==> config.mk <==
export PLATFORM = sky130hd
export DESIGN_NAME = arts_front
export DESIGN_NICKNAME = d
export VERILOG_FILES = /design/src/rtl/core/arts_pkg.sv /design/src/rtl/core/arts_front.sv
export SDC_FILE = /design/constraint.sdc
export NUM_CORES = 1
export LEC_CHECK = 0
export ABC_AREA = 1
export BUFFER_PORTS_ARGS = -buffer_cell sky130_fd_sc_hd__clkbuf_2
export CORE_ASPECT_RATIO = 1.75
export CORE_MARGIN = 8
export CORE_UTILIZATION = 30
export CTS_BUF_LIST = sky130_fd_sc_hd__clkbuf_4 sky130_fd_sc_hd__clkbuf_8
export DETAILED_ROUTE_END_ITERATION = 12
export GPL_TIMING_DRIVEN = 0
export PLACE_DENSITY = 0.47
export SYNTH_ARGS = -nofsm -noshare
export SYNTH_HDL_FRONTEND = slang
export SYNTH_SLANG_ARGS = --single-unit
==> constraint.sdc <==
create_clock -name clock -period 5.3 [get_ports clock]
set_input_delay 0.53 -clock clock [delete_from_list [all_inputs] [get_ports clock]]
set_output_delay 0.53 -clock clock [all_outputs]
set_load 0.1 [all_outputs]
==> src/rtl/core/arts_pkg.sv <==
// shared types and constants for the audio ring tap span reader
// no dependencies; imported by every module of the block
package arts_pkg;

   localparam int RING_FRAMES = 65536;
   localparam int MAX_SPAN    = 64;
   localparam int SAMPLE_BITS = 24;
   localparam int POS_W       = 48;
   localparam int CNT_W       = 7;
   localparam int LOG2_W      = 5;
   localparam int RING_AW     = $clog2(RING_FRAMES);
   localparam int LOG2_MIN    = 6;
   localparam int LOG2_RESET  = 16;
   localparam int QUEUE_DEPTH = 4;
   localparam int QUEUE_AW    = $clog2(QUEUE_DEPTH);

   typedef enum logic [1:0] {
      OP_WRITE  = 2'd0,
      OP_SPAN   = 2'd1,
      OP_REFUSE = 2'd2
   } op_code_type;

   typedef enum logic [1:0] {
      KIND_PASS   = 2'd0,
      KIND_SPAN   = 2'd1,
      KIND_REFUSE = 2'd2
   } result_kind_type;

   typedef struct packed {
      op_code_type                    op;
      logic signed [SAMPLE_BITS-1:0]  left;
      logic signed [SAMPLE_BITS-1:0]  right;
      logic [RING_AW-1:0]             addr;
      logic [RING_AW-1:0]             mask;
      logic [CNT_W-1:0]               count;
      logic [POS_W-1:0]               frames_written;
   } op_entry_type;

   typedef struct packed {
      logic full;
      logic empty;
   } queue_status_type;

endpackage

==> src/rtl/core/arts_front.sv <==
// front end: accepts items, keeps the write position and ring size, checks spans
// depends on arts_pkg
module arts_front
   import arts_pkg::*;
(
   input  logic                          clock,
   input  logic                          reset,
   input  logic                          csr_valid,
   output logic                          csr_ready,
   input  logic [LOG2_W-1:0]             csr_ring_size_log2,
   input  logic                          req_valid,
   output logic                          req_stall,
   input  logic                          req_command,
   input  logic signed [SAMPLE_BITS-1:0] req_left_sample,
   input  logic signed [SAMPLE_BITS-1:0] req_right_sample,
   input  logic [POS_W-1:0]              req_read_start,
   input  logic [CNT_W-1:0]              req_read_count,
   input  queue_status_type              q_status,
   output logic                          push,
   output op_entry_type                  push_entry
);

   logic [LOG2_W-1:0] log2_ff, log2_in;
   logic [POS_W-1:0]  wpos_ff, wpos_in;
   logic [LOG2_W-1:0] log2_eff;
   logic [POS_W-1:0]  cap;
   logic [RING_AW-1:0] mask;
   logic [POS_W:0]    span_end;
   logic [POS_W-1:0]  back_dist;
   logic              refuse;

   assign csr_ready = 1'b1;
   assign req_stall = q_status.full;
   assign push      = req_valid && !q_status.full;

   always_comb begin
      log2_eff = log2_ff;
      if (log2_ff < LOG2_W'(LOG2_MIN)) begin
         log2_eff = LOG2_W'(LOG2_MIN);
      end else if (log2_ff > LOG2_W'(RING_AW)) begin
         log2_eff = LOG2_W'(RING_AW);
      end
      cap       = POS_W'(1) << log2_eff;
      mask      = RING_AW'(((RING_AW+1)'(1) << log2_eff) - 1'b1);
      span_end  = {1'b0, req_read_start} + (POS_W+1)'(req_read_count);
      back_dist = wpos_ff - req_read_start;
      refuse    = (req_read_count == '0)
               || (req_read_count > CNT_W'(MAX_SPAN))
               || (span_end > {1'b0, wpos_ff})
               || (back_dist > cap);
   end

   always_comb begin
      push_entry.left           = req_left_sample;
      push_entry.right          = req_right_sample;
      push_entry.mask           = mask;
      push_entry.count          = req_read_count;
      if (!req_command) begin
         push_entry.op             = OP_WRITE;
         push_entry.addr           = wpos_ff[RING_AW-1:0] & mask;
         push_entry.frames_written = wpos_ff + 1'b1;
      end else begin
         push_entry.op             = refuse ? OP_REFUSE : OP_SPAN;
         push_entry.addr           = req_read_start[RING_AW-1:0] & mask;
         push_entry.frames_written = wpos_ff;
      end
   end

   always_comb begin
      log2_in = log2_ff;
      wpos_in = wpos_ff;
      if (csr_valid && csr_ready) begin
         log2_in = csr_ring_size_log2;
         wpos_in = '0;
      end else if (push && !req_command) begin
         wpos_in = wpos_ff + 1'b1;
      end
   end

   always_ff @(posedge clock) begin
      if (reset) begin
         log2_ff <= LOG2_W'(LOG2_RESET);
         wpos_ff <= '0;
      end else begin
         log2_ff <= log2_in;
         wpos_ff <= wpos_in;
      end
   end

endmodule

======== After elaboration in Yosys (flattened, before gate mapping) ========
Index checks and enable logic that the tools add are counted.
word-level totals
  bits in registers ....................... 53
  input bits .............................. 115
  output and inout bits ................... 140
  word-level logic and storage cells ...... 30
cells by class
  $add $sub $neg .......................... 4
  magnitude comparators ................... 5
  shift-type cells ........................ 2
  multiplexer cells ....................... 6
  bitwise operators ....................... 2
  reduce and logical (&&, ||, !) cells .... 9
operators with widths
  operator                                            count
  adder 48 x 7 -> 49 bit                              1
  > comparator 49 x 48 -> 1 bit                       1
  adder 48 x 1 -> 48 bit, second input constant       1
  > comparator 48 bit                                 1
  2-to-1 mux 48 bit                                   1
  left shift 1 x 5 -> 48 bit, first input constant    1
  subtractor 48 bit                                   1
  AND 16 bit                                          2
  2-to-1 mux 16 bit                                   1
  left shift 1 x 5 -> 16 bit, first input constant    1
  subtractor 16 x 1 -> 16 bit, second input constant  1
  2-to-1 mux 5 bit                                    2
  > comparator 7 bit, second input constant           1
  zero test 7 bit                                     1
  > comparator 5 bit, second input constant           1
  < comparator 5 x 3 -> 1 bit, second input constant  1
  2-to-1 mux 2 bit                                    2
  logical OR 1 bit                                    3
  logical AND 1 bit                                   2
  zero test 1 bit                                     2
  OR reduction 2 bit                                  1

======== Depth between registers and ports, before layout ========
  word-level depth ........................ 8
  gate-level depth with buffers ........... 29
  depth with buffers taken out ............ 29

======== Least setup slack after synthesis ========
OpenSTA, ideal clock, no wires.
  kind .................................... input to output
  start ................................... input req_read_start[0]
  end ..................................... output push_entry[135] (netlist bit)
  arrival ................................. 4,719 ps
  required time ........................... 4,770 ps
  path slack .............................. 51 ps
  stages .................................. 24
  path buffers ............................ 0
  cells stage by stage .................... ha_1 > fa_1 > nand2_1 > a21oi_2 > nand3_1 > nand2_1 > nand3_1 > nand2_2 > nand4_2 > nor2_2 > nand3_2 > nor2_2 > xor2_1 > inv_1 > ha_1 > nand4_1 > or2_2 > nor4_1 > nand4_1 > nor2_1 > o21ai_0 > nand2_1 > nand3_1 > nor2_1
RTL lines
  what                line              RTL
  start: declaration  arts_front.sv:16  input logic [POS_W-1:0] req_read_start,
  end: declaration    arts_front.sv:20  output op_entry_type push_entry

==> flow_summary.yaml <==
outcome:
  outcome: "complete, no violations"
finish:
  utilization_pct: 36.1
  fin_nets: 2587
  area_growth_pct: 19.2
  drive_above_1_share_pct: 16.2
  final_area_sq_um: 14100
sta:
  setup_violations: 0
  hold_viol: 0
  drv_slew: 0
  worst_pin_slew_ns: 0.779
  clock_skew_ns: 0.0204
  min_period_ns: 5.14
  fmax_mhz: 195
  maxSlewHeadroom_pct: 47.3
  fin_hold_ws_ns: 0.374
  fin_crit_sh_pct: 96.9
drt:
  ant_nets: 0
  first_pass_iters: 5
  detail_route.wl_per_cell_um: 19.2
  drc_errors: 0
  route.vias.total: 13900
  wirelength_mm: 54.4
  drtIter0Drc: 712
  vias_per_cell: 4.92
yosys:
  ys_ff_latch: 53
  synth_xor_xnor_area_share_pct: 8.89
  synth_top_area_share_pct: 18.1
  netlist_instances: 2094
  synth_top_family_by_area: "simple AND/OR/NAND/NOR gates"
  synthAdderAreaFrac_pct: 14.7
  synth_mux_area_share_pct: 0
  yosysTopAreaCell: "nand2_1"
  avgSynthCellArea_sq_um: 5.65
  synth_area_leaders: "nand2_1 18%, ha_1 14%, inv_1 13%"
  yosys.area_share.simple_pct: 36.2
  synth_cell_types: 51
  synth_compound_area_share_pct: 13.3
  yosysSeqAreaShare_pct: 8.97
  yosysWarnings: 0
  syn_area_sq_um: 11800
clocking:
  htreeDepth: 2
  cts.hold.buffers_added: 0
  cts_sinks: 53
  cts_tree: "built"
  cts_buffer_depth: 2
  worstSkewPairLatency_ns: 0.36
  root_buffer: "clkbuf_8"
  cts_made_buffers: 5
  cts.clk_slew.worst_paths_ns: 0.13
worst_setup_path:
  critPathMaxFanout: 4
  start_kind: "input port"
  end_kind: "output pin"
  regToRegEndpoint: "wpos_ff[43]$_SDFFE_PP0P_"
  worst_ep_arrival_time_ns: 4.61
  reg2reg_depth: 12
  cp_slowest_cell: "or2_4"
  cpPeakStageDelay_ns: 0.29
  r2r_start: "wpos_ff[3]$_SDFFE_PP0P_"
  r2r_slack_ns: 2.72
  critPathKind: "input port to output pin"
  cp.required_ns: 4.77
  crit_top_cell: "nand2_2"
power_and_ir_drop:
  total_power_uw: 1870
  p_leak_uw: 0.00758
  p_per_area_nw_per_um2: 132
  peakVddDrop_mv: 0.0925
min_path:
  hp-class: "input port to flip-flop"
  holdCritStartpoint: "csr_ring_size_log2[4]"
  hold_end: "log2_ff[4]$_SDFFE_PP1P_"
  hold_depth: 3
global_routing:
  grt_pass1_vias: 13900
  grt_max_degree: 20
  grt-ovfl-total: 0
  grt_pass1_wl_mm: 80.5
  track_usage_pct: 22.7
  antenna_found_initial: 1
floorplan:
  die_h_um: 279
  rows: 96
  die_x_um: 166
  io_pins: 255
  core-area_sq_um: 39000
  start_util_pct: 30.3
  dieArea_sq_um: 46300
job:
  drv_cap: 0
place:
  routabilityCongestion: 0.953
  hpwlAfterDp_mm: 48.2
  port_buffers: 196
  place_area_sq_um: 13500
==> cells in the mapped netlist (all sizes together) <==
| cell | instances |
|---|---|
| a21o | 5 |
| nor4 | 24 |
| o211a | 1 |
| and2 | 3 |
| xor2 | 111 |
| o21bai | 6 |
| or2 | 5 |
| o211ai | 9 |
| a31oi | 8 |
| o21ai | 116 |
| dfxtp | 53 |
| nand2 | 577 |
| nor4b | 1 |
| nor2 | 199 |
| conb | 2 |
| a31o | 1 |
| nor3 | 50 |
| or3 | 1 |
| a211oi | 10 |
| nand3b | 7 |
| nand4 | 39 |
| ha | 136 |
| o21a | 3 |
| inv | 404 |
| o221ai | 1 |
| a21oi | 127 |
| clkinv | 5 |
| nand3 | 83 |
| or4 | 1 |
| a221oi | 2 |
| xnor2 | 9 |
| buf | 67 |
| a21boi | 1 |
| clkbuf | 25 |
| fa | 2 |
==> cell usage in the layout (no fill, tap or decap), types with 11 or more instances in the layout <==
master and count:
clkbuf_2 195, nand2_2 11, nor2_4 16, nand3_1 70, nor2_1 176, nor3_1 46
o21ai_0 109, ha_1 124, nand2_1 560, buf_4 73, inv_1 399, conb_1 27
nor4_1 20, dfxtp_1 50, a21oi_1 123, clkbuf_1 23, nand4_1 36, xor2_1 110
==> metrics by stage <==
stage / setup TNS [ns] / cells / worst slack, ns
3_5_place_dp: -1.62 / 2805 / -0.867
2_1_floorplan: 0 / 2119 / 0.0512
4_1_cts: 0 / 2818 / 0.00994
5_1_grt: -0.0121 / 2826 / -0.0121
6_report: 0 / 2826 / 0.165
3_3_place_gp: -1.51 / 2805 / -0.817
==> critical path: cells and delay by family <==
kind,cells,cell delay [ns]
compound gates,2,0.26
fa+ha+maj,3,0.64
xor+xnor,1,0.17
simple gates,17,2.50
buf+inv,4,0.48
==> layer usage <==
layer  vias up  track usage [%]  routed length (um)
li1       7024                -                   -
met1      6312             22.6               20200
met2       469             44.6               28700
met3       108             2.93                2410
met4         0             12.4                3110
met5         -                0                   0
==> state kept, by name (all words and copies together), names as in the netlist <==
name	cells
log2_ff	5
wpos_ff	48
==> logic make-up after synthesis <==
logic type      count (synthesis)
fa+ha+maj                     138
compound gates                290
other cells                     2
xor+xnor                      120
simple gates                  990
flops                          53
buf+inv                       501
==> worst max-delay path by stage <==
stage / depth (start not counted) / endpoint / start
floorplan: 24 / push_entry[135] / req_read_start[0]
finish: 27 / push_entry[136] / req_read_start[0]
CTS: 28 / push_entry[136] / req_read_start[0]
global route: 28 / push_entry[136] / req_read_start[0]
detailed placement: 27 / push_entry[135] / req_read_start[0]
global placement: 26 / push_entry[135] / req_read_start[0]
==> report_power, final <==
| part | internal [uW] | switching, uW |
|---|---|---|
| Clock | 99.7 | 191 |
| Combinational | 286 | 859 |
| Sequential | 409 | 20.7 |
| Total | 795 | 1070 |
==> timing repair <==
| item | 4_1_cts | 5_1_grt |
|---|---|---|
| hold endpoints to repair | 0 | 0 |
| buffers inserted | 5 | 7 |
| resized for setup | 25 | 58 |
| endpoints found under the setup margin | 2 | 2 |
| pin swaps | 8 | 27 |
==> layout make-up <==
class	count	area, sq um
sequential	53	1060
antenna	1	2.50
clock buffer	5	68.8
multi-input combinational	1565	9090
fill	4452	24900
inverter	409	1540
timing repair buffer	208	1110
buffer	92	576
tap	490	613
clock inverter	3	33.8
Power figures use the tool's default switching activity.
