`config.mk`:
```
export PLATFORM = sky130hd
export DESIGN_NAME = arts_queue
export DESIGN_NICKNAME = d
export VERILOG_FILES = /design/src/rtl/core/arts_pkg.sv /design/src/rtl/core/arts_queue.sv
export SDC_FILE = /design/constraint.sdc
export NUM_CORES = 1
export LEC_CHECK = 0
export BUFFER_PORTS_ARGS = -buffer_cell sky130_fd_sc_hd__buf_2
export CORE_MARGIN = 1
export CORE_UTILIZATION = 50
export CTS_CLUSTER_SIZE = 16
export DETAILED_ROUTE_END_ITERATION = 12
export PLACE_DENSITY_LB_ADDON = 0.05
export SYNTH_ARGS = -nofsm -noshare
export SYNTH_HDL_FRONTEND = slang
export SYNTH_SLANG_ARGS = --single-unit
```
`constraint.sdc`:
```
create_clock -name clock -period 6.52 [get_ports clock]
set_input_delay 0.326 -clock clock [delete_from_list [all_inputs] [get_ports clock]]
set_output_delay 0.326 -clock clock [all_outputs]
set_load 0.01 [all_outputs]
```
`src/rtl/core/arts_pkg.sv`:
```
// shared types and constants for the audio ring tap span reader
// no dependencies; imported by every module of the block
package arts_pkg;

   localparam int RING_FRAMES = 65536;
   localparam int MAX_SPAN    = 64;
   localparam int SAMPLE_BITS = 24;
   localparam int POS_W       = 48;
   localparam int CNT_W       = 7;
   localparam int LOG2_W      = 5;
   localparam int RING_AW     = $clog2(RING_FRAMES);
   localparam int LOG2_MIN    = 6;
   localparam int LOG2_RESET  = 16;
   localparam int QUEUE_DEPTH = 4;
   localparam int QUEUE_AW    = $clog2(QUEUE_DEPTH);

   typedef enum logic [1:0] {
      OP_WRITE  = 2'd0,
      OP_SPAN   = 2'd1,
      OP_REFUSE = 2'd2
   } op_code_type;

   typedef enum logic [1:0] {
      KIND_PASS   = 2'd0,
      KIND_SPAN   = 2'd1,
      KIND_REFUSE = 2'd2
   } result_kind_type;

   typedef struct packed {
      op_code_type                    op;
      logic signed [SAMPLE_BITS-1:0]  left;
      logic signed [SAMPLE_BITS-1:0]  right;
      logic [RING_AW-1:0]             addr;
      logic [RING_AW-1:0]             mask;
      logic [CNT_W-1:0]               count;
      logic [POS_W-1:0]               frames_written;
   } op_entry_type;

   typedef struct packed {
      logic full;
      logic empty;
   } queue_status_type;

endpackage

```
`src/rtl/core/arts_queue.sv`:
```
// short in-order queue of classified items between front and back
// depends on arts_pkg
module arts_queue
   import arts_pkg::*;
(
   input  logic             clock,
   input  logic             reset,
   input  logic             push,
   input  op_entry_type     push_entry,
   input  logic             pop,
   output op_entry_type     head,
   output queue_status_type status
);

   op_entry_type          slot_ff [QUEUE_DEPTH];
   logic [QUEUE_AW-1:0]   wr_ptr_ff, wr_ptr_in;
   logic [QUEUE_AW-1:0]   rd_ptr_ff, rd_ptr_in;
   logic [QUEUE_AW:0]     fill_ff, fill_in;

   always_comb begin
      wr_ptr_in = push ? wr_ptr_ff + 1'b1 : wr_ptr_ff;
      rd_ptr_in = pop ? rd_ptr_ff + 1'b1 : rd_ptr_ff;
      fill_in   = fill_ff;
      if (push && !pop) begin
         fill_in = fill_ff + 1'b1;
      end else if (pop && !push) begin
         fill_in = fill_ff - 1'b1;
      end
   end

   always_ff @(posedge clock) begin
      if (reset) begin
         wr_ptr_ff <= '0;
         rd_ptr_ff <= '0;
         fill_ff   <= '0;
      end else begin
         wr_ptr_ff <= wr_ptr_in;
         rd_ptr_ff <= rd_ptr_in;
         fill_ff   <= fill_in;
      end
   end

   always_ff @(posedge clock) begin
      if (push) begin
         slot_ff[wr_ptr_ff] <= push_entry;
      end
   end

   assign head         = slot_ff[rd_ptr_ff];
   assign status.full  = (fill_ff == (QUEUE_AW+1)'(QUEUE_DEPTH));
   assign status.empty = (fill_ff == '0);

`ifndef SYNTHESIS
   a_no_overflow: assert property (@(posedge clock) disable iff (reset)
      push |-> !status.full) else $error("push into full queue");
   a_no_underflow: assert property (@(posedge clock) disable iff (reset)
      pop |-> !status.empty) else $error("pop from empty queue");
   a_fill_bound: assert property (@(posedge clock) disable iff (reset)
      fill_ff <= (QUEUE_AW+1)'(QUEUE_DEPTH)) else $error("queue fill out of range");
`endif

endmodule

```
== Word-level counts from Yosys, hierarchy flattened ==
Memory sizes are Yosys's and may differ from the RTL's. A register that Yosys moved wholly into a read port is not among the register bits.
Cells that the tools add are included.

* Add/sub/neg operators: 4
* Eq/ne operators: 1
* Muxes and demuxes: 6
* Reduce and logical (&&, ||, !) cells: 6

{| class="wikitable"
|+ Operators with widths
! kind !! count
|-
| 2-to-1 mux 3 bit || 2
|-
| adder 2 x 1 -> 2 bit, second input constant || 2
|-
| 2-to-1 mux 2 bit || 2
|-
| adder 3 x 1 -> 3 bit, second input constant || 1
|-
| == test 3 bit, second input constant || 1
|-
| logical NOT 3 bit || 1
|-
| subtractor 3 x 1 -> 3 bit, second input constant || 1
|-
| logical AND 1 bit || 2
|-
| logical NOT 1 bit || 2
|-
| 2-to-1 mux 1 bit || 2
|-
| nonzero test 2 bit || 1
|}

* Register bits: 7
* RAM bits: 548
* Input bits: 141
* Word-level logic and storage cells: 21
* Memories: 1

{| class="wikitable"
|+ Memories
! name !! depth !! width !! rd ports !! clocked after Yosys merged registers in !! write ports !! RTL line !! RTL
|-
| slot_ff || 4 || 137 || 1 || 1 || 1 || arts_queue.sv:15 || <nowiki>op_entry_type slot_ff [QUEUE_DEPTH];</nowiki>
|}

== Depth between registers and ports, before layout ==
Gate-level depths: netlist (run 1).

* Depth in word-level cells: 4
* Depth in mapped cells: 7
* Depth with buffers taken out: 7

== Least setup slack after synthesis (run 1) ==
No wires, ideal clock.

* Path type: reg2reg
* Start point: reg wr_ptr_ff[0]
* End point: mem slot_ff[0][0] (netlist bit), enable pin
* Arrival time: 3.682 ns
* Data required time: 6.008 ns
* Slack: 2.326 ns
* Cell stages (with the launch flop): 4
* Clock period less this slack: 4.194 ns
* Cell sequence: dfxtp_1 > inv_1 > ha_1 > and2_1

{| class="wikitable"
|+ RTL lines
! item !! RTL line !! RTL
|-
| start, declared || arts_queue.sv:16 || <nowiki>logic [QUEUE_AW-1:0] wr_ptr_ff, wr_ptr_in;</nowiki>
|-
| start signal, assigned || arts_queue.sv:37 || <nowiki>wr_ptr_ff <= wr_ptr_in;</nowiki>
|-
| end, declared || arts_queue.sv:15 ||
|}

No word-level cell before the write port.

==> results of run 1 <==
[per-layer routing]
layer	vias up	global-route usage (%)
li1	4183	-
met3	59	4.85
met2	239	32.5
met5	-	0
met4	0	6.44
met1	4963	25.2
[worst max-delay path by stage]
stage	to	start	depth (start not counted)	slack (ns)
6_report	head[86]	register	3	3.04
5_1_grt	head[92]	register	3	2.73
4_1_cts	head[92]	register	3	2.86
3_5_place_dp	head[92]	register	3	3.50
3_3_place_gp	head[92]	register	3	3.52
2_1_floorplan	slot_ff[0][0]	wr_ptr_ff[0]	3	2.33
[Yosys cell counts]
cell type    n
buf_6        8
nor3_1       1
nor2_1       7
or3_1        1
nor3b_1      1
a21oi_1      1
nand2_1      1
xor2_1       3
fa_1         1
xnor2_1      2
ha_1         5
clkbuf_1     2
mux2i_1      2
o21ai_0      1
inv_1        4
buf_4        7
buf_2       14
mux4_2     137
dfxtp_1      9
edfxtp_1   548
and2_1       4
[cell type report]
type,instances,area (um2),area share [%]
Inverter,4,15.0,0.0596
Timing Repair Buffer,427,2890,11.5
Clock inverter,21,173,0.685
Clock buffer,78,1510,5.97
Tap cell,525,657,2.61
Sequential cell,557,16600,66.0
Multi-Input combinational cell,167,3330,13.2
[critical path: stages (launching register included)]
cell	delay (ns)
dfxtp_4	0.84
buf_4	0.90
mux4_2	0.62
buf_2	0.17
[what timing repair did]
action / CTS / global route
hold buffers: 138 / 0
setup endpoints to repair: 0 / 0
endpoints found under the hold margin: 555 / 0
[placed cells by master, fill, tap and decap left out]
cell type        n
mux2i_1          2
clkbuf_16       57
nor3b_1          1
nand2_1          1
inv_1            4
buf_4            7
buf_12           3
dfxtp_1          7
and2_4           4
o21ai_0          1
buf_2          279
dlygate4sd3_1  138
clkinv_4         1
xnor2_1          2
fa_1             1
edfxtp_1       548
ha_1             5
clkbuf_1        21
nor2_1           7
xor2_1           3
mux4_2         137
nor3_1           1
dfxtp_4          2
or3_1            1
a21oi_1          1
clkinv_2         8
clkinv_1         9
bufinv_16        3
[registers in the layout, indices dropped and copies added, names as in the netlist, named ones only]
name       count
fill_ff        3
rd_ptr_ff      2
slot_ff      548
wr_ptr_ff      2
[stage by stage]
stage	hold WS, ns	cell area, um2	setup slack [ns]
after detailed placement	0.487	22200	3.50
after global placement	0.480	22200	3.52
after floorplan	0.425	20200	2.33
after CTS	0.0242	25200	2.86
after global routing	0.0682	25200	2.73
final	0.0571	25200	3.04
[cell families after synthesis]
logic type / after synthesis / synth area share (%)
AND/OR/NAND/NOR: 15 / 0.366
flip-flops: 557 / 82.4
AO/OA/AOI/OAI: 2 / 0.0495
multiplexers: 139 / 15.4
adder cells (fa/ha/maj): 6 / 0.409
buffers and inverters: 35 / 1.17
XOR/XNOR: 5 / 0.217
[report_power, final]
part | switching [uW] | internal (uW) | total [uW]
Clock | 1240 | 1720 | 2960
Sequential | 65.7 | 4120 | 4180
Combinational | 399 | 383 | 782
==> impl_metrics.py, run 1 <==
metrics = {
    "clock_network": {
        "cts.path.max_buffers": 3,
        "clockRootBuffer": "clkbuf_16",
        "path_clk_slew_ns": 0.06,
        "cts.sinks": 557,
        "cts_tree": "built",
        "numCtsBuffers": 55,
        "h-tree-depth": 2,
        "clkLatencyLatePin_ns": 0.58,
        "post_cts_resized": 0,
        "cts_setup_buffers": 0,
    },
    "finish": {
        "fin_util_pct": 63.4,
        "syn_to_final_growth_pct": 24.9,
        "insertedDiodeCount": 0,
        "layoutNonFillerInstCount": 1779,
        "drive_above_1_share_pct": 40.0,
        "fin_nets": 1359,
        "fill_cells": 2769,
    },
    "timing": {
        "slew_headroom_pct": 26.2,
        "rsz0062_at_grt": "no",
        "timing.final.crit_share_pct": 53.4,
        "fin_skew_ns": 0.0100,
        "finalSetupViolations": 0,
        "max_slew.worst_pin.slew_ns": 1.11,
        "fin_crit_ns": 3.48,
        "fin_tns_setup_ns": 0,
        "slew_violations": 0,
        "fmax_ghz": 0.287,
        "hold_viol_final": 0,
    },
    "grt": {
        "grt_pass1_wl_mm": 59.9,
        "grt_pass1_vias": 10400,
        "grt_max_degree": 77,
        "grt_overflow": 0,
        "grt.total_usage_pct": 19.5,
        "antenna_found_initial": 0,
    },
    "critical_path": {
        "r2r-start": "wr_ptr_ff[0]",
        "crit_type": "register to primary output",
        "reg2reg_depth": 4,
        "rr_endpoint": "slot_ff[2][19]",
        "cp.required_ns": 6.19,
        "start_kind": "register",
        "arrival_ns": 3.16,
        "worstPathMaxFanout": 49,
        "endpoint_kind": "primary output",
        "r2r_slack_ns": 3.93,
    },
    "floorplanning": {
        "dieArea_um2": 41200,
        "initial_core_util_pct": 50.8,
        "core_area_um2": 39700,
        "dieHeight_um": 203,
        "die_x_um": 203,
        "num_rows": 73,
        "io-pin-count": 280,
    },
    "placed_design": {
        "io_buffers": 279,
        "place_congestion": 0.701,
        "dp_cells": 1542,
        "detailed_place_hpwl_mm": 22.1,
    },
    "yosys": {
        "ys_top_cells_by_area": "edfxtp_1 82%, mux4_2 15%, dfxtp_1 0.89%",
        "yosysTopAreaCell": "edfxtp_1",
        "synth-seq-cells": 557,
        "syn_nets": 906,
        "syn_avg_cell_area_um2": 26.6,
        "synth_cell_types": 21,
        "synth_cells": 759,
        "ys_seq_area_share_pct": 82.4,
        "syn-cell-area_um2": 20200,
        "ys_warn_count": 0,
        "synth_top_area_share_pct": 81.5,
    },
    "power": {
        "powerDensity_nw_per_um2": 314,
        "vdd_ir_drop_max_v": 0.000237,
        "p_leak_uw": 0.00855,
        "power_uw": 7920,
    },
    "worst_hold_path": {
        "worstHoldPathCells": 3,
        "worstHoldStart": "pop",
        "hold_class": "input pin to register",
    },
    "routing": {
        "vias": 9444,
        "routedWlPerCell_um": 22.1,
        "top_layer_used": "met4",
        "drt_iter0_drc": 514,
        "drc_errors": 0,
        "wl_mm": 39.3,
        "wl_met2_mm": 19.7,
        "final_antenna_net_count": 0,
        "wl_met1_mm": 16.4,
        "wl_met3_mm": 2.34,
        "dr.pass1.iters": 4,
        "viasPerCell": 5.31,
    },
    "job": {
        "drv_cap": 0,
    },
    "status": {
        "status": "finished, final reports clean",
    },
}
No activity file was read; power rests on OpenSTA's default activity.
==> inputs of run 2 (changes only) <==
Clock period 6.52 ns to 3.4 ns, I/O delays scaled along.
==> impl_metrics.py, run 2 (same netlist as run 1, synthesis figures left out) <==
metrics = {
    "finish": {
        "multi_input_area_um2": 3330,
        "drive_above_1_share_pct": 40.5,
        "top_regs": "slot_ff: 548 flops, fill_ff: 3 flops",
        "largest_reg_flops": 548,
        "final_cell_mix": "548 x edfxtp_1, 279 x buf_2, 141 x dlygate4sd3_1, 137 x mux4_2, 57 x clkbuf_16",
        "syn_to_final_growth_pct": 26.2,
        "final_cell_area_um2": 25500,
        "fin_nets": 1372,
        "fill_cells": 2743,
        "regMostFlops": "slot_ff",
        "final_common_cell": "edfxtp_1",
        "regArea_um2": 16600,
    },
    "grt": {
        "antenna_found_initial": 2,
        "grt.total_usage_pct": 19.3,
        "grt_pass1_wl_mm": 59.2,
        "grt_overflow": 0,
        "grt_max_degree": 81,
        "grt_pass1_vias": 10300,
    },
    "clock_network": {
        "h-tree-depth": 2,
        "path_clk_slew_ns": 0.06,
        "cts.sinks": 557,
        "clockRootBuffer": "clkbuf_16",
        "cts_setup_buffers": 0,
        "numCtsBuffers": 55,
        "cts.path.max_buffers": 3,
        "cts_tree": "built",
        "clkLatencyLatePin_ns": 0.59,
    },
    "timing": {
        "fin_tns_setup_ns": 0,
        "setup_ws_ns": 0.785,
        "fin_skew_ns": 0.0217,
        "rsz0062_at_grt": "no",
        "max_slew.worst_pin.slew_ns": 0.886,
        "whs_ns": 0.338,
        "fin_crit_ns": 2.61,
        "slew_headroom_pct": 40.9,
        "timing.final.crit_share_pct": 76.9,
        "slew_violations": 0,
        "finalSetupViolations": 0,
        "fmax_ghz": 0.382,
        "hold_viol_final": 0,
    },
    "power": {
        "power_uw": 15300,
        "vdd_ir_drop_max_v": 0.000503,
        "powerDensity_nw_per_um2": 601,
        "p_leak_uw": 0.00865,
    },
    "floorplanning": {
        "dieHeight_um": 203,
        "num_rows": 73,
        "io-pin-count": 280,
        "die_x_um": 203,
        "dieArea_um2": 41200,
        "initial_core_util_pct": 50.8,
        "core_area_um2": 39700,
    },
    "critical_path": {
        "r2r-start": "wr_ptr_ff[0]",
        "start_kind": "register",
        "worstPathMaxFanout": 24,
        "arrival_ns": 2.44,
        "rr_endpoint": "slot_ff[2][82]",
        "r2r_slack_ns": 1.48,
        "cp.required_ns": 3.23,
        "reg2reg_depth": 4,
        "endpoint_kind": "primary output",
        "crit_type": "register to primary output",
    },
    "worst_hold_path": {
        "hold_end": "slot_ff[0][98]",
        "hold_class": "input pin to register",
        "worstHoldStart": "push_entry[98]",
        "worstHoldPathCells": 2,
    },
    "routing": {
        "vias": 9475,
        "viasPerCell": 5.28,
        "drc_errors": 0,
        "routedWlPerCell_um": 21.7,
        "final_antenna_net_count": 0,
        "dr.pass1.iters": 5,
        "wl_mm": 38.9,
        "drt_iter0_drc": 628,
    },
    "status": {
        "status": "finished, final reports clean",
    },
    "job": {
        "drv_cap": 0,
    },
    "placed_design": {
        "detailed_place_hpwl_mm": 22.7,
        "place_congestion": 0.709,
        "io_buffers": 279,
        "dp_slack_ns": 1.29,
        "placed_area_um2": 22300,
    },
}
==> run 2: cell count changes in the layout (fill, tap and decap cells not counted), sizes merged <==
cell | before | now
buf | 289 | 299
clkbuf | 78 | 71
clkinv | 18 | 22
dlygate4sd3 | 138 | 141
clkinvlp | 0 | 2
diode | 0 | 2
bufinv | 3 | 4
==> run 2: stage by stage <==
step / cells / utilization, %
after CTS: 1792 / 64.1
after global routing: 1793 / 64.1
after floorplan: 759 / -
after detailed placement: 1552 / 56.2
final: 1794 / 64.1
after global placement: 1552 / 56.2
==> run 2: where the power goes <==
part / leakage [uW] / internal (uW) / switching [uW] / total (uW)
Clock: 0.000837 / 3390 / 2370 / 5760
Combinational: 0.00271 / 760 / 791 / 1550
Sequential: 0.00511 / 7890 / 104 / 8000
==> run 2: worst max path at each step <==
| stage | cells past startpoint | start | to |
|---|---|---|---|
| 5_1_grt | 3 | register | head[29] |
| 3_5_place_dp | 3 | register | head[48] |
| 3_3_place_gp | 3 | register | head[51] |
| 2_1_floorplan | 3 | wr_ptr_ff[0] | slot_ff[2][0] |
| 4_1_cts | 3 | register | head[48] |
| 6_report | 3 | register | head[48] |
==> run 2: final cells by class <==
class	count	area share, %
antenna	2	0.0197
timing repair buffer	440	12.2
clock buffer	71	5.89
clock inverter	28	0.899
multi-input combinational	167	13.1
inverter	4	0.0590
tap	525	2.58
sequential	557	65.3
==> run 2: routing by layer <==
metal | up-vias | part of all wire (%) | track usage [%]
li1 | 4228 | - | -
met1 | 4935 | 41 | 25.3
met2 | 259 | 50 | 32.0
met3 | 53 | 6.8 | 4.93
met4 | 0 | 2.0 | 6.02
met5 | - | 0 | 0
==> run 2: worst max-delay path, cell delays in order (launching register included) <==
cell and delay [ns]:
dfxtp_4 0.68, buf_4 0.44, mux4_2 0.55, buf_2 0.16
==> run 2: repair_timing <==
action,in CTS,in global routing
hold buffers,141,0
resized for setup,0,0
hold endpoints to repair,557,0
endpoints found under the setup margin,0,0
==> inputs of run 3 (changes only) <==
Settings changed: ABC_AREA from default to 1.
Clock period 3.4 ns to 2.5 ns, I/O delays scaled along.
==> impl_metrics.py, run 3 <==
metrics = {
    "status": {
        "status": "finished, final reports clean",
    },
    "finish": {
        "fill_cells": 3080,
        "regArea_um2": 16600,
        "layoutNonFillerInstCount": 2371,
        "final_cell_area_um2": 25800,
        "largest_reg_flops": 548,
        "regMostFlops": "slot_ff",
        "final_cell_mix": "548 x edfxtp_1, 280 x nor2_1, 279 x buf_2, 156 x o21ai_0, 140 x dlygate4sd3_1",
        "top_regs": "slot_ff: 548 flops, fill_ff: 3 flops",
        "drive_above_1_share_pct": 21.5,
        "final_common_cell": "edfxtp_1",
        "multi_input_area_um2": 3480,
        "syn_to_final_growth_pct": 24.2,
        "fin_nets": 1944,
    },
    "routing": {
        "routedWlPerCell_um": 20.1,
        "drc_errors": 0,
        "wl_mm": 47.7,
        "viasPerCell": 5.40,
        "dr.pass1.iters": 5,
        "vias": 12800,
        "drt_iter0_drc": 842,
        "final_antenna_net_count": 0,
    },
    "critical_path": {
        "cp.required_ns": 2.38,
        "arrival_ns": 2.23,
        "endpoint_kind": "primary output",
        "worstPathMaxFanout": 44,
        "crit_type": "register to primary output",
        "start_kind": "register",
    },
    "yosys": {
        "synth_top_family_by_area": "compound AO/OA/AOI/OAI gates",
        "ys.flop_type": "edfxtp_1",
        "yosys.area_share.xor_xnor_pct": 0.0422,
        "synth_cell_types": 20,
        "syn_nets": 1530,
        "synth_mux_area_share_pct": 0,
        "ys_warn_count": 0,
        "yosys-top-cells-count": "548 x edfxtp_1, 280 x nor2_1, 156 x o21ai_0",
        "synth_cells": 1383,
        "synth-seq-cells": 557,
        "ys_top_cells_by_area": "edfxtp_1 79%, nor2_1 5.1%, o22ai_1 4.1%",
        "synth.most_common_cell": "edfxtp_1",
        "synth_edf_count": 548,
        "synthArstFlopShare_pct": 0,
        "syn-cell-area_um2": 20700,
        "synth_top_area_share_pct": 79.3,
        "synth_compound_area_share_pct": 10.9,
        "synth_fa_ha_area_share_pct": 0.398,
        "yosys.area_share.simple_pct": 5.33,
        "yosysTopAreaCell": "edfxtp_1",
        "syn_avg_cell_area_um2": 15.0,
        "ys_seq_area_share_pct": 80.2,
    },
    "timing": {
        "whs_ns": 0.255,
        "fin_tns_setup_ns": 0,
        "finalSetupViolations": 0,
        "fin_crit_ns": 2.35,
        "rsz0062_at_grt": "no",
        "max_slew.worst_pin.slew_ns": 0.530,
        "slew_headroom_pct": 64.6,
        "fin_skew_ns": 0.0203,
        "hold_viol_final": 0,
        "fmax_ghz": 0.425,
        "slew_violations": 0,
        "timing.final.crit_share_pct": 94.2,
    },
    "job": {
        "drv_cap": 0,
    },
    "grt": {
        "antenna_found_initial": 3,
        "grt_pass1_vias": 12600,
        "grt_max_degree": 125,
        "grt_pass1_wl_mm": 70.7,
        "grt.total_usage_pct": 22.0,
        "grt_overflow": 0,
    },
    "clock_network": {
        "clockRootBuffer": "clkbuf_16",
        "cts_tree": "built",
        "cts.path.max_buffers": 3,
        "numCtsBuffers": 55,
        "clkLatencyLatePin_ns": 0.59,
        "path_clk_slew_ns": 0.06,
        "cts.sinks": 557,
        "h-tree-depth": 2,
    },
    "placed_design": {
        "place_congestion": 0.736,
        "io_buffers": 279,
        "dp_cells": 2129,
        "detailed_place_hpwl_mm": 25.0,
        "placed_area_um2": 22600,
    },
    "floorplanning": {
        "dieHeight_um": 206,
        "initial_core_util_pct": 50.8,
        "num_rows": 74,
        "die_x_um": 206,
        "core_area_um2": 40800,
        "io-pin-count": 280,
        "dieArea_um2": 42300,
    },
    "power": {
        "powerDensity_nw_per_um2": 793,
        "power_uw": 20400,
        "vdd_ir_drop_max_v": 0.000600,
        "p_leak_uw": 0.00902,
    },
    "worst_hold_path": {
        "hold_class": "input pin to register",
    },
}
-- run 3: cell count changes in the layout (fill, tap and decap cells not counted), moves of 4 or more --
cell	previous run	this run
nor2_1	7	280
o21ai_1	0	123
nand2_2	0	4
inv_1	4	9
and2_4	4	0
mux4_2	137	0
o22ai_1	0	137
nand2_1	1	5
o21ai_0	1	156
-- run 3: final cells by class --
cell class	instances	share of cell area, %
tap	532	2.58
inverter	17	0.379
sequential	557	64.6
timing repair buffer	447	12.5
clock inverter	26	0.636
multi-input combinational	719	13.5
clock buffer	70	5.73
antenna	3	0.0291
-- run 3: cell families after synthesis --
logic type / after synthesis
DFF: 557
AOI/OAI and AO/OA: 419
and+or+nand+nor: 293
buffers and inverters: 107
adders and majority gates: 6
xor gates and xnor gates: 1
-- run 3: worst paths after layout --
| path | from | to | slack (ns) | cells past startpoint |
|---|---|---|---|---|
| worst max register to register | wr_ptr_ff[0] | slot_ff[0][72] | 0.93 | 5 |
| worst max-delay path | register | head[124] | 0.15 | 5 |
| worst min-delay path | reset | fill_ff[0] | 0.26 | 3 |
| worst min register to register | rd_ptr_ff[1] | register | 0.44 | 1 |
-- run 3: what timing repair did --
item                                   4_1_cts  5_1_grt
resized for setup                            1        2
setup endpoints to repair                   19       46
pin swaps                                    0        0
buffers inserted                             1        1
gates cloned                                 0        1
hold buffers                               140        0
endpoints found under the hold margin      557        0
-- run 3: layer usage --
metal	wire length [um]	vias up	GRT usage, %	share of wire (%)
met2	23300	348	36.0	49
met1	20200	6318	29.0	42
met3	3300	56	5.13	6.9
li1	-	6091	-	-
met4	905	0	7.01	1.9
met5	0	-	0	0
-- run 3: critical path, stage by stage (launching register included) --
cell and delay, ns:
dfxtp_4 0.50, inv_4 0.12, buf_4 0.44, o21ai_0 0.19, o22ai_1 0.19, buf_2 0.17
-- run 3: metrics by stage --
stage               util [%]  worst slack, ns
floorplan                  -           -0.523
global placement        55.5            0.585
detailed placement      55.5            0.524
CTS                     63.0           0.0287
global route            63.1           0.0277
finish                  63.1            0.145
-- run 3: power breakdown --
part           switching, uW  leakage, uW  internal (uW)
Combinational           1300      0.00311            778
Sequential               111      0.00511          10700
Clock                   3220     0.000801           4330
Total                   4630      0.00902          15800
